<file path="src/irtx_pkg.sv">
package irtx_pkg;

	localparam int DATA_WIDTH = 32;
	localparam int IN_DATA_W  = 32;
	localparam int CFG_IDX_W  = 2;
	localparam int CFG_DATA_W = 6;

	// configuration register indexes
	localparam logic [CFG_IDX_W-1:0] REG_PROTOCOL_MODE = 2'd0;
	localparam logic [CFG_IDX_W-1:0] REG_NEC_HALF      = 2'd1;
	localparam logic [CFG_IDX_W-1:0] REG_SONY_HALF     = 2'd2;
	localparam logic [CFG_IDX_W-1:0] REG_SONY_BITS     = 2'd3;

	localparam logic [5:0] NEC_HALF_RST  = 6'd13;
	localparam logic [5:0] SONY_HALF_RST = 6'd12;
	localparam logic [5:0] SONY_BITS_RST = 6'd12;

	localparam logic [5:0] NEC_BITS      = 6'd32;
	localparam logic [5:0] SONY_MAX_BITS = 6'd32;

	localparam logic [8:0] NEC_HDR_CYCLES   = 9'd342;
	localparam logic [8:0] NEC_BIT_CYCLES   = 9'd21;
	localparam logic [8:0] SONY_HDR_CYCLES  = 9'd96;
	localparam logic [8:0] SONY_CYCLES_ZERO = 9'd24;
	localparam logic [8:0] SONY_CYCLES_ONE  = 9'd48;

	localparam logic [12:0] NEC_HDR_SPACE  = 13'd4500;
	localparam logic [12:0] NEC_SPACE_ZERO = 13'd562;
	localparam logic [12:0] NEC_SPACE_ONE  = 13'd1687;
	localparam logic [12:0] SONY_HDR_SPACE = 13'd600;
	localparam logic [12:0] SONY_BIT_SPACE = 13'd600;

	typedef struct packed {
		logic       protocol_mode;
		logic [5:0] nec_carrier_half_us;
		logic [5:0] sony_carrier_half_us;
		logic [5:0] sony_frame_bits;
	} cfg_t;

	typedef struct packed {
		logic ir_out;
		logic busy_res;
		logic frame_done;
	} res_t;

	// carrier half period for a mode; zero acts as one
	function automatic logic [5:0] half_us(input logic mode, input cfg_t c);
		logic [5:0] h;
		h = mode ? c.sony_carrier_half_us : c.nec_carrier_half_us;
		return (h == 6'd0) ? 6'd1 : h;
	endfunction

endpackage

</file>
<file path="src/irtx_in_if.sv">
interface irtx_in_if;
	logic                           valid;
	logic                           ready;
	logic                           tick;
	logic                           start_req;
	logic [irtx_pkg::IN_DATA_W-1:0] frame_data;

	modport source (output valid, tick, start_req, frame_data, input ready);
	modport sink   (input valid, tick, start_req, frame_data, output ready);
endinterface

</file>
<file path="src/irtx_out_if.sv">
interface irtx_out_if;
	logic valid;
	logic ready;
	logic ir_out;
	logic busy_res;
	logic frame_done;

	modport source (output valid, ir_out, busy_res, frame_done, input ready);
	modport sink   (input valid, ir_out, busy_res, frame_done, output ready);
endinterface

</file>
<file path="src/irtx_cfg_if.sv">
interface irtx_cfg_if;
	logic                            valid;
	logic                            ready;
	logic [irtx_pkg::CFG_IDX_W-1:0]  index;
	logic [irtx_pkg::CFG_DATA_W-1:0] data;

	modport source (output valid, index, data, input ready);
	modport sink   (input valid, index, data, output ready);
endinterface

</file>
<file path="src/irtx_cfg_regs.sv">
module irtx_cfg_regs (
	input  logic            clk,
	input  logic            arst_n,
	irtx_cfg_if.sink        cfg,
	output irtx_pkg::cfg_t  regs
);
	irtx_pkg::cfg_t regs_q;

	assign cfg.ready = 1'b1;
	assign regs      = regs_q;

	always_ff @(posedge clk or negedge arst_n) begin
		if (!arst_n) begin
			regs_q.protocol_mode        <= 1'b0;
			regs_q.nec_carrier_half_us  <= irtx_pkg::NEC_HALF_RST;
			regs_q.sony_carrier_half_us <= irtx_pkg::SONY_HALF_RST;
			regs_q.sony_frame_bits      <= irtx_pkg::SONY_BITS_RST;
		end else if (cfg.valid) begin
			case (cfg.index)
				irtx_pkg::REG_PROTOCOL_MODE: regs_q.protocol_mode        <= cfg.data[0];
				irtx_pkg::REG_NEC_HALF:      regs_q.nec_carrier_half_us  <= cfg.data;
				irtx_pkg::REG_SONY_HALF:     regs_q.sony_carrier_half_us <= cfg.data;
				irtx_pkg::REG_SONY_BITS:     regs_q.sony_frame_bits      <= cfg.data;
				default: ;
			endcase
		end
	end
endmodule

</file>
<file path="src/irtx_seq.sv">
module irtx_seq (
	input  logic                           clk,
	input  logic                           arst_n,
	input  logic                           en,
	input  logic                           tick,
	input  logic                           start_req,
	input  logic [irtx_pkg::IN_DATA_W-1:0] frame_data,
	input  irtx_pkg::cfg_t                 regs,
	output irtx_pkg::res_t                 res
);
	localparam logic [2:0] PH_IDLE      = 3'd0;
	localparam logic [2:0] PH_HDR_BURST = 3'd1;
	localparam logic [2:0] PH_HDR_SPACE = 3'd2;
	localparam logic [2:0] PH_BIT_BURST = 3'd3;
	localparam logic [2:0] PH_BIT_SPACE = 3'd4;
	localparam logic [2:0] PH_CLOSE     = 3'd5;

	logic                           mode_q, mode_d;
	logic [irtx_pkg::DATA_WIDTH-1:0] shift_q, shift_d;
	logic [5:0]                     bits_q, bits_d;
	logic [2:0]                     ph_q, ph_d;
	logic [8:0]                     cyc_q, cyc_d;
	logic [12:0]                    sp_q, sp_d;
	logic [5:0]                     hc_q, hc_d;
	logic                           lvl_q, lvl_d;

	logic       seg_end, bit_go, fin, done;
	logic [5:0] hp_run, hp_start;

	assign hp_run   = irtx_pkg::half_us(mode_q, regs);
	assign hp_start = irtx_pkg::half_us(regs.protocol_mode, regs);

	always_comb begin
		mode_d  = mode_q;
		shift_d = shift_q;
		bits_d  = bits_q;
		ph_d    = ph_q;
		cyc_d   = cyc_q;
		sp_d    = sp_q;
		hc_d    = hc_q;
		lvl_d   = lvl_q;
		seg_end = 1'b0;
		bit_go  = 1'b0;
		fin     = 1'b0;

		if (ph_q == PH_IDLE) begin
			if (start_req) begin
				mode_d  = regs.protocol_mode;
				shift_d = irtx_pkg::DATA_WIDTH'(frame_data);
				ph_d    = PH_HDR_BURST;
				lvl_d   = 1'b1;
				hc_d    = hp_start;
				if (regs.protocol_mode) begin
					bits_d = (regs.sony_frame_bits > irtx_pkg::SONY_MAX_BITS) ?
						irtx_pkg::SONY_MAX_BITS : regs.sony_frame_bits;
					cyc_d  = irtx_pkg::SONY_HDR_CYCLES;
				end else begin
					bits_d = irtx_pkg::NEC_BITS;
					cyc_d  = irtx_pkg::NEC_HDR_CYCLES;
				end
			end
		end else if (tick) begin
			case (ph_q)
				PH_HDR_BURST, PH_BIT_BURST, PH_CLOSE: begin
					hc_d = hc_q - 6'd1;
					if (hc_d == 6'd0) begin
						if (lvl_q) begin
							lvl_d = 1'b0;
							hc_d  = hp_run;
						end else begin
							cyc_d = cyc_q - 9'd1;
							if (cyc_d == 9'd0) begin
								seg_end = 1'b1;
							end else begin
								lvl_d = 1'b1;
								hc_d  = hp_run;
							end
						end
					end
				end
				PH_HDR_SPACE, PH_BIT_SPACE: begin
					sp_d = sp_q - 13'd1;
					if (sp_d == 13'd0)
						seg_end = 1'b1;
				end
				default: fin = 1'b1;
			endcase

			if (seg_end) begin
				case (ph_q)
					PH_HDR_BURST: begin
						ph_d  = PH_HDR_SPACE;
						lvl_d = 1'b0;
						sp_d  = mode_q ? irtx_pkg::SONY_HDR_SPACE : irtx_pkg::NEC_HDR_SPACE;
					end
					PH_HDR_SPACE: begin
						if (bits_q == 6'd0)
							fin = 1'b1;
						else
							bit_go = 1'b1;
					end
					PH_BIT_BURST: begin
						ph_d  = PH_BIT_SPACE;
						lvl_d = 1'b0;
						if (mode_q)
							sp_d = irtx_pkg::SONY_BIT_SPACE;
						else
							sp_d = shift_q[0] ? irtx_pkg::NEC_SPACE_ONE :
								irtx_pkg::NEC_SPACE_ZERO;
					end
					PH_BIT_SPACE: begin
						shift_d = shift_q >> 1;
						bits_d  = bits_q - 6'd1;
						if (bits_d != 6'd0) begin
							bit_go = 1'b1;
						end else if (mode_q) begin
							fin = 1'b1;
						end else begin
							// NEC closing burst
							ph_d  = PH_CLOSE;
							cyc_d = irtx_pkg::NEC_BIT_CYCLES;
							lvl_d = 1'b1;
							hc_d  = hp_run;
						end
					end
					default: fin = 1'b1;
				endcase
			end

			if (bit_go) begin
				ph_d  = PH_BIT_BURST;
				lvl_d = 1'b1;
				hc_d  = hp_run;
				if (mode_q)
					cyc_d = shift_d[0] ? irtx_pkg::SONY_CYCLES_ONE : irtx_pkg::SONY_CYCLES_ZERO;
				else
					cyc_d = irtx_pkg::NEC_BIT_CYCLES;
			end

			if (fin) begin
				ph_d  = PH_IDLE;
				lvl_d = 1'b0;
				hc_d  = 6'd0;
				cyc_d = 9'd0;
				sp_d  = 13'd0;
			end
		end
		done = fin;
	end

	assign res.ir_out     = lvl_d &&
		(ph_d == PH_HDR_BURST || ph_d == PH_BIT_BURST || ph_d == PH_CLOSE);
	assign res.busy_res   = (ph_d != PH_IDLE);
	assign res.frame_done = done;

	always_ff @(posedge clk or negedge arst_n) begin
		if (!arst_n) begin
			mode_q  <= 1'b0;
			shift_q <= '0;
			bits_q  <= 6'd0;
			ph_q    <= PH_IDLE;
			cyc_q   <= 9'd0;
			sp_q    <= 13'd0;
			hc_q    <= 6'd0;
			lvl_q   <= 1'b0;
		end else if (en) begin
			mode_q  <= mode_d;
			shift_q <= shift_d;
			bits_q  <= bits_d;
			ph_q    <= ph_d;
			cyc_q   <= cyc_d;
			sp_q    <= sp_d;
			hc_q    <= hc_d;
			lvl_q   <= lvl_d;
		end
	end
endmodule

</file>
<file path="src/ir_remote_frame_transmitter.sv">
// NEC / Sony SIRC infrared frame transmitter. Every input beat is one clock step carrying the
// microsecond tick, a start request and a data word; every input beat yields exactly one
// result beat with the emitter level, busy flag and frame-done pulse after that step. The
// block takes one beat per cycle: an input register feeds the frame sequencer, whose next
// state and result are written into the result register in the same cycle, and throughput
// is held back only by result-side backpressure. Configuration writes are always accepted
// (ready is tied high) and must only be issued while idle.
module ir_remote_frame_transmitter (
	input  logic          clk,
	input  logic          arst_n,
	irtx_in_if.sink       item_in,
	irtx_out_if.source    result_out,
	irtx_cfg_if.sink      cfg
);
	irtx_pkg::cfg_t regs;
	irtx_pkg::res_t res_d, res_s2;

	logic                           valid_s1, valid_s2;
	logic                           tick_s1, start_s1;
	logic [irtx_pkg::IN_DATA_W-1:0] data_s1;
	logic                           adv_s1;

	irtx_cfg_regs u_cfg (
		.clk    (clk),
		.arst_n (arst_n),
		.cfg    (cfg),
		.regs   (regs)
	);

	// stage 1 moves into the result register when that register is free or drains
	assign adv_s1        = valid_s1 && (!valid_s2 || result_out.ready);
	assign item_in.ready = !valid_s1 || adv_s1;

	irtx_seq u_seq (
		.clk        (clk),
		.arst_n     (arst_n),
		.en         (adv_s1),
		.tick       (tick_s1),
		.start_req  (start_s1),
		.frame_data (data_s1),
		.regs       (regs),
		.res        (res_d)
	);

	always_ff @(posedge clk or negedge arst_n) begin
		if (!arst_n) begin
			valid_s1 <= 1'b0;
			valid_s2 <= 1'b0;
		end else begin
			if (item_in.ready)
				valid_s1 <= item_in.valid;
			if (!valid_s2 || result_out.ready)
				valid_s2 <= valid_s1;
		end
	end

	always_ff @(posedge clk) begin
		if (item_in.ready && item_in.valid) begin
			tick_s1  <= item_in.tick;
			start_s1 <= item_in.start_req;
			data_s1  <= item_in.frame_data;
		end
		if (adv_s1)
			res_s2 <= res_d;
	end

	assign result_out.valid      = valid_s2;
	assign result_out.ir_out     = res_s2.ir_out;
	assign result_out.busy_res   = res_s2.busy_res;
	assign result_out.frame_done = res_s2.frame_done;

	a_done_ends_busy: assert property (@(posedge clk) disable iff (!arst_n)
		valid_s2 && res_s2.frame_done |-> !res_s2.busy_res)
		else $error("frame_done reported while still busy");

	a_ir_only_busy: assert property (@(posedge clk) disable iff (!arst_n)
		valid_s2 && res_s2.ir_out |-> res_s2.busy_res)
		else $error("emitter driven outside a frame");

	a_s1_held: assert property (@(posedge clk) disable iff (!arst_n)
		valid_s1 && !adv_s1 |=> valid_s1 && $stable(data_s1))
		else $error("stage 1 beat lost under backpressure");
endmodule

</file>
<file path="src/flat_wrapper.sv">
// flat-port wrapper written by rule: the top's interface ports become plain ports
module ir_remote_frame_transmitter_flat 
  (clk, arst_n, item_in_valid, item_in_tick, item_in_start_req, item_in_frame_data, item_in_ready, result_out_valid, result_out_ir_out, result_out_busy_res, result_out_frame_done, result_out_ready, cfg_valid, cfg_index, cfg_data, cfg_ready);
  irtx_in_if item_in_i ();
  irtx_out_if result_out_i ();
  irtx_cfg_if cfg_i ();
  input  logic clk;
  input  logic arst_n;
  input wire logic [$bits(item_in_i.valid)-1:0] item_in_valid;
  input wire logic [$bits(item_in_i.tick)-1:0] item_in_tick;
  input wire logic [$bits(item_in_i.start_req)-1:0] item_in_start_req;
  input wire logic [$bits(item_in_i.frame_data)-1:0] item_in_frame_data;
  output wire logic [$bits(item_in_i.ready)-1:0] item_in_ready;
  output wire logic [$bits(result_out_i.valid)-1:0] result_out_valid;
  output wire logic [$bits(result_out_i.ir_out)-1:0] result_out_ir_out;
  output wire logic [$bits(result_out_i.busy_res)-1:0] result_out_busy_res;
  output wire logic [$bits(result_out_i.frame_done)-1:0] result_out_frame_done;
  input wire logic [$bits(result_out_i.ready)-1:0] result_out_ready;
  input wire logic [$bits(cfg_i.valid)-1:0] cfg_valid;
  input wire logic [$bits(cfg_i.index)-1:0] cfg_index;
  input wire logic [$bits(cfg_i.data)-1:0] cfg_data;
  output wire logic [$bits(cfg_i.ready)-1:0] cfg_ready;
  assign item_in_i.valid = item_in_valid;
  assign item_in_i.tick = item_in_tick;
  assign item_in_i.start_req = item_in_start_req;
  assign item_in_i.frame_data = item_in_frame_data;
  assign item_in_ready = item_in_i.ready;
  assign result_out_valid = result_out_i.valid;
  assign result_out_ir_out = result_out_i.ir_out;
  assign result_out_busy_res = result_out_i.busy_res;
  assign result_out_frame_done = result_out_i.frame_done;
  assign result_out_i.ready = result_out_ready;
  assign cfg_i.valid = cfg_valid;
  assign cfg_i.index = cfg_index;
  assign cfg_i.data = cfg_data;
  assign cfg_ready = cfg_i.ready;
  ir_remote_frame_transmitter u_core (.clk(clk), .arst_n(arst_n), .item_in(item_in_i), .result_out(result_out_i), .cfg(cfg_i));
endmodule
</file>
<file path="config.mk">
export PLATFORM = sky130hd
export DESIGN_NAME = ir_remote_frame_transmitter_flat
export DESIGN_NICKNAME = d
export VERILOG_FILES = /design/src/irtx_pkg.sv /design/src/irtx_in_if.sv /design/src/irtx_out_if.sv /design/src/irtx_cfg_if.sv /design/src/irtx_cfg_regs.sv /design/src/irtx_seq.sv /design/src/ir_remote_frame_transmitter.sv /design/src/flat_wrapper.sv
export SDC_FILE = /design/constraint.sdc
export NUM_CORES = 1
export LEC_CHECK = 0
export BUFFER_PORTS_ARGS = -buffer_cell sky130_fd_sc_hd__buf_4
export CAP_MARGIN = 20
export CORE_MARGIN = 5
export CORE_UTILIZATION = 29
export CTS_BUF_LIST = sky130_fd_sc_hd__clkbuf_4 sky130_fd_sc_hd__clkbuf_8
export CTS_CLUSTER_SIZE = 10
export DETAILED_ROUTE_END_ITERATION = 16
export HOLD_SLACK_MARGIN = 0.12
export PLACE_DENSITY = 0.55
export SLEW_MARGIN = 20
export SYNTH_ARGS = -nofsm -noshare
export SYNTH_HDL_FRONTEND = slang
export SYNTH_HIERARCHICAL = 1
export SYNTH_SLANG_ARGS = --single-unit
</file>
<file path="constraint.sdc">
create_clock -name clk -period 4.4 [get_ports clk]
set_clock_uncertainty 0.05 [all_clocks]
set_input_delay 0.44 -clock clk [delete_from_list [all_inputs] [get_ports clk]]
set_output_delay 0.44 -clock clk [all_outputs]
set_load 0.05 [all_outputs]
</file>
==> results of run 1 <==
[cells in the final DEF (no fill, tap or decap), types with 3 or more instances in the layout]
cell            n
dfrtp_1        85
nand2_1        71
buf_4          58
nor2_1         44
o31ai_1        39
o21ai_0        39
edfxtp_1       37
dlygate4sd3_1  36
a22oi_1        33
a21oi_1        31
mux2_2         26
nor3_1         24
clkbuf_8       17
nand3_1        16
inv_1          16
a211oi_1       10
nand2b_1        9
mux2i_1         9
ha_1            9
dfstp_2         7
nor4_1          7
xnor2_1         7
inv_6           6
o211ai_1        5
nor2b_1         5
a21o_1          5
nor3b_1         4
or3_1           4
o21a_1          4
a31oi_1         4
a22o_1          4
and3_1          4
o22ai_1         4
o311ai_0        4
clkinvlp_4      3
or2_2           3
[critical path: cells and delay by family, from the launching register on]
kind / cells / cell delay (ps)
adder cells (fa/ha/maj): 1 / 250
AND/OR/NAND/NOR: 4 / 1370
XOR/XNOR: 1 / 220
buffers and inverters: 1 / 120
AO/OA/AOI/OAI: 3 / 830
flip-flops: 1 / 430
[cell families after synthesis]
family	share of synthesized area (%)
DFF	50.02
muxes	5.596
xor gates and xnor gates	1.152
AOI/OAI and AO/OA	21.09
adders and majority gates	1.646
buffers and inverters	3.420
other	0.05481
and+or+nand+nor	17.03
[state kept, by name, indices dropped and copies added, names as in the netlist, 3 cells and up]
register	count
u_core/u_seq/hc_q	6
u_core/u_seq/sp_q	13
u_core/u_cfg/regs	19
u_core/u_seq/ph_q	3
u_core/u_seq/bits_q	6
u_core/data_s1	32
u_core/u_seq/cyc_q	9
u_core/u_seq/shift_q	32
[per-layer routing]
| metal | wire, microns | part of all wire, % | up-vias |
|---|---|---|---|
| met5 | 0 | 0 | - |
| met4 | 214 | 1.3 | 0 |
| met3 | 630 | 3.7 | 17 |
| met2 | 8410 | 50 | 111 |
| met1 | 7727 | 46 | 2640 |
| li1 | - | - | 2665 |
[power by group]
part	total, mW	internal (mW)	switching, mW
Clock	0.999	0.464	0.535
Sequential	1.82	1.53	0.293
Combinational	1.10	0.499	0.604
[cell type report]
class,count,area (sq um)
repair buffers,94,795.8
clock inverters,15,150.1
flip-flops and latches,129,3422
inverters,17,63.81
clock buffers,17,234.0
fillers,2343,15070
well taps,319,399.1
multi-input cells,483,3197
[per-stage QoR]
step | hold slack [ps] | cell area, sq um | setup WS, ps
global route | 187.5 | 8262 | 628.2
floorplan | 94.41 | 6842 | 1216
global placement | 409.7 | 7517 | 986.1
CTS | 178.6 | 8262 | 906.3
finish | 212.5 | 8262 | 895.4
detailed placement | 416.8 | 7517 | 902.0
[worst max-delay path by stage]
stage / depth (start not counted) / end / start
after detailed placement: 10 / u_core/result_out.busy_res / u_core/u_seq/sp_q[1]
after global routing: 10 / u_core/u_seq/hc_q[3] / u_core/u_seq/sp_q[1]
after CTS: 10 / u_core/result_out.busy_res / u_core/u_seq/sp_q[1]
after global placement: 10 / u_core/result_out.busy_res / u_core/u_seq/sp_q[0]
after floorplan: 10 / u_core/result_out.busy_res / u_core/u_seq/sp_q[0]
final: 10 / u_core/result_out.busy_res / u_core/u_seq/sp_q[1]
==> impl_metrics.json, run 1 <==
{
  "synth.largest_area_cell": "dfrtp_1",
  "hold_path_end": "u_core/u_cfg/regs[16]",
  "finalHoldViolations": 0,
  "r2r_start": "u_core/u_seq/sp_q[1]",
  "synth_area_leaders": "dfrtp_1 31%, edfxtp_1 16%, mux2_2 4.3%",
  "crit_arrival_ps": 3660,
  "max_freq_mhz": 285.3,
  "outcome": "complete, no violations",
  "async_reset_ff_share_pct": 71.32,
  "die_height_microns": 163.6,
  "vias_per_cell": 5.059,
  "synthTopCellsByCount": "85 x dfrtp_1, 71 x nand2_1, 45 x nor2_1",
  "drt-initial-drc-count": 382,
  "finalPower_mw": 3.926,
  "rsz0062_at_grt": "no",
  "antenna_found_initial": 0,
  "syn_inst": 668,
  "drc": 0,
  "dp_hpwl_microns": 11450,
  "syn_area_sq_um": 6842,
  "crit_path_cell_trace": "inv_1 > ha_1 > or4b_4 > nor4_1 > xnor2_1 > nand3_2 > a41oi_4 > o21ai_2 > a221oi_2 > or3b_1",
  "place.gp.congestion": 0.8968,
  "grt_max_degree": 68,
  "r2r_setup_slack_ps": 900,
  "antennaDiodeCount": 0,
  "clk_pin_slew_ps": 90,
  "ant_nets": 0,
  "start_kind": "flop",
  "crit_path_end_kind": "flop",
  "r2r_end": "u_core/result_out.busy_res",
  "drv_slew": 0,
  "rows": 56,
  "critical-path-max-stage-delay_ps": 500,
  "first_global_vias": 5449,
  "setup_tns_ps": 0,
  "power.density_nw_per_um2": 475.2,
  "setup_viol": 0,
  "grtUsageTotal_pct": 13.18,
  "final_nets": 798,
  "synth_seq_cells": 129,
  "h-tree-depth": 4,
  "ys_seq_area_share_pct": 50.02,
  "synth_top_area_share_pct": 31.09,
  "cp_slowest_cell": "or4b_4",
  "dpl.cell_count": 1006,
  "clockBufferDepth": 2,
  "wire_per_inst_microns": 15.81,
  "overflow": 0,
  "coreArea_sq_um": 23330,
  "dieWidth_microns": 163.6,
  "wl_microns": 16980,
  "met2_usage_pct": 22.77,
  "rr_worst_depth": 10,
  "critPathRequiredTime_ps": 4560,
  "synth_cell_types": 81,
  "drive_above_1_share_pct": 19.87,
  "utilization_pct": 35.41,
  "syn_area_per_cell_sq_um": 10.24,
  "post_cts_buffers": 0,
  "yosysMostFrequentCell": "dfrtp_1",
  "root_buffer": "clkbuf_8",
  "power_leakage_nw": 3.186,
  "io_pins": 53,
  "io_buffers": 51,
  "dr.pass1.iters": 4,
  "cts_resized": 0,
  "grt_pass1_wl_microns": 28230,
  "slew_headroom_pct": 41.57,
  "max-cap-violations": 0,
  "top_usage_layer": "met2",
  "use_met1_pct": 16.77,
  "vdd_drop_max_mv": 0.2413,
  "cp_max_fo": 10,
  "clock_latency_ps": 450,
  "tritoncts": "built",
  "numCtsBuffers": 17,
  "dr_total_vias": 5433,
  "hold_path.class": "primary input to flop",
  "ys_warn_count": 6,
  "synthFlopType": "dfrtp_1",
  "final_cells": 1074,
  "tightestPinTransition_ps": 876.5,
  "cts.sinks": 129,
  "finalCritPeriodShare_pct": 79.65,
  "min_period_ps": 3505,
  "worstSetupPathType": "flop to flop",
  "synth_nets": 724,
  "hold_buffers": 36,
  "start_util_pct": 29.32,
  "worst_hold_path.num_cells": 2,
  "min_from": "cfg_data[4]",
  "synth_edf_count": 37,
  "syn_to_final_growth_pct": 20.76,
  "use_met3_pct": 2.826,
  "fp.dieArea_sq_um": 26760
}
(Power assumes the default switching activity.)
==> run 2: changes to the inputs <==
==> constraint.sdc (replaced) <==
create_clock -name clk -period 3.48 [get_ports clk]
set_clock_uncertainty 0.05 [all_clocks]
set_input_delay 0.348 -clock clk [delete_from_list [all_inputs] [get_ports clk]]
set_output_delay 0.348 -clock clk [all_outputs]
set_load 0.05 [all_outputs]
==> run 2 against run 1 <==
  * First-iteration DRC count is 4.5% lower
  * Die area stayed put
  * Wire length is 1.2% higher
  * Via count is 2.9% higher
  * Critical path type unchanged
==> impl_metrics.json, run 2 (synthesized netlist as in run 1, its figures left out) <==
{
  "final_cells": 1101,
  "grt_max_degree": 93,
  "fp.dieArea_sq_um": 26760,
  "finalHoldViolations": 0,
  "drv_slew": 0,
  "ant_nets": 0,
  "wl_microns": 17180,
  "wire_per_inst_microns": 15.61,
  "crit_arrival_ps": 3410,
  "first_global_vias": 5436,
  "dr_total_vias": 5590,
  "drt-initial-drc-count": 365,
  "crit_path_end_kind": "flop",
  "hold_path.class": "primary input to flop",
  "power_leakage_nw": 3.318,
  "start_util_pct": 29.32,
  "min_from": "cfg_index[1]",
  "grtUsageTotal_pct": 13.27,
  "startpoint": "u_core/u_seq/sp_q[1]",
  "rsz0062_at_grt": "no",
  "regArea_sq_um": 3422,
  "cts.sinks": 129,
  "max_freq_mhz": 306.8,
  "vdd_drop_max_mv": 0.3044,
  "fillers": 2310,
  "finalCritPeriodShare_pct": 93.65,
  "drc": 0,
  "clock_latency_ps": 450,
  "fin_ws_ps": 221.0,
  "tightestPinTransition_ps": 801.0,
  "cp_max_fo": 8,
  "post_cts_buffers": 0,
  "drive_above_1_share_pct": 22.12,
  "root_buffer": "clkbuf_8",
  "syn_to_final_growth_pct": 24.47,
  "antennaDiodeCount": 0,
  "dp_slack_ps": 90.64,
  "outcome": "complete, no violations",
  "vias_per_cell": 5.077,
  "antenna_found_initial": 0,
  "clk_pin_slew_ps": 80,
  "max-cap-violations": 0,
  "grt_pass1_wl_microns": 28500,
  "setup_tns_ps": 0,
  "layout_commonest_cell": "dfrtp_1",
  "start_kind": "flop",
  "die_height_microns": 163.6,
  "rows": 56,
  "numCtsBuffers": 17,
  "r2r_start": "u_core/u_seq/sp_q[1]",
  "place.gp.congestion": 0.8940,
  "coreArea_sq_um": 23330,
  "tritoncts": "built",
  "slew_headroom_pct": 45.85,
  "worstSetupPathType": "flop to flop",
  "io_buffers": 51,
  "critPathRequiredTime_ps": 3630,
  "setup_viol": 0,
  "final_nets": 825,
  "overflow": 0,
  "dpl.cell_count": 1025,
  "dp_hpwl_microns": 11490,
  "multi_input_area_sq_um": 3212,
  "dr.pass1.iters": 5,
  "dieWidth_microns": 163.6,
  "min_period_ps": 3259,
  "final_cell_mix": "85 x dfrtp_1, 75 x buf_4, 71 x nand2_1, 44 x dlygate4sd3_1, 42 x nor2_1",
  "power.density_nw_per_um2": 591.1,
  "h-tree-depth": 4,
  "clockBufferDepth": 2,
  "io_pins": 53
}
## run 2: cell types whose count changed in the layout (fill, tap and decap cells not counted)
cell           delta
buf_4            +17
dlygate4sd3_1     +8
nor2_1            -2
nor2_2            +2
a21oi_1           -1
a21oi_2           +1
buf_12            +1
buf_6             +1
clkinv_4          +1
inv_6             -1
nor4_1            -1
nor4_2            +1
## run 2: area by class of cell
type	instances	share of cell area [%]
inverters	17	0.7493
multi-input cells	483	37.72
repair buffers	121	12.15
clock buffers	17	2.748
flip-flops and latches	129	40.19
clock inverters	15	1.763
well taps	319	4.687
## run 2: worst max-delay path: stages, from the launching register on
cell	delay, ps
dfrtp_1	450
inv_1	120
ha_1	250
or4b_4	510
nor4_2	180
xnor2_1	220
nand3_2	160
buf_4	200
a41o_2	270
o21ai_0	70
a22oi_1	140
or3b_1	380
## run 2: per-layer routing
metal	GRT usage [%]	vias to the layer above	wire length, microns
li1	-	2718	-
met1	17.43	2724	7809
met2	21.77	125	8420
met3	2.700	23	618
met4	4.727	0	333
met5	0	-	0
## run 2: path summary, 6_finish.rpt
| kind | slack, ps | endpoint | depth (start not counted) |
|---|---|---|---|
| worst max-delay path | 220 | u_core/result_out.busy_res | 11 |
| worst min-delay path | 240 | u_core/u_cfg/regs[18] | 3 |
| worst max register to register | 220 | u_core/result_out.busy_res | 11 |
| worst min register to register | 430 | u_core/u_seq/shift_q[4] | 2 |
| max in group asynchronous | 2500 | u_core/u_seq/ph_q[0] | 3 |
| min in group asynchronous | 410 | u_core/u_seq/sp_q[8] | 3 |
## run 2: repair_timing
action / in CTS / in global routing
hold buffers: 44 / 0
hold endpoints to repair: 140 / 0
endpoints found under the setup margin: 0 / 33
resized for setup: 0 / 5
## run 2: metrics by stage
| step | area [sq um] | power, mW | utilization [%] | hold slack, ps |
|---|---|---|---|---|
| final | 8516 | 5.034 | 36.50 | 236.7 |
| after global routing | 8516 | 5.379 | 36.50 | 224.0 |
| after CTS | 8497 | 5.082 | 36.42 | 209.9 |
| after detailed placement | 7672 | 3.758 | 32.88 | 394.1 |
| after global placement | 7672 | 3.737 | 32.88 | 397.7 |
| after floorplan | 6842 | 3.292 | - | 2.409 |
## run 2: power breakdown
group          total, mW  switching (mW)  internal [mW]
sequential          2.27           0.335           1.94
combinational       1.51           0.825          0.681
clock               1.26           0.672          0.585
total               5.03            1.83           3.20
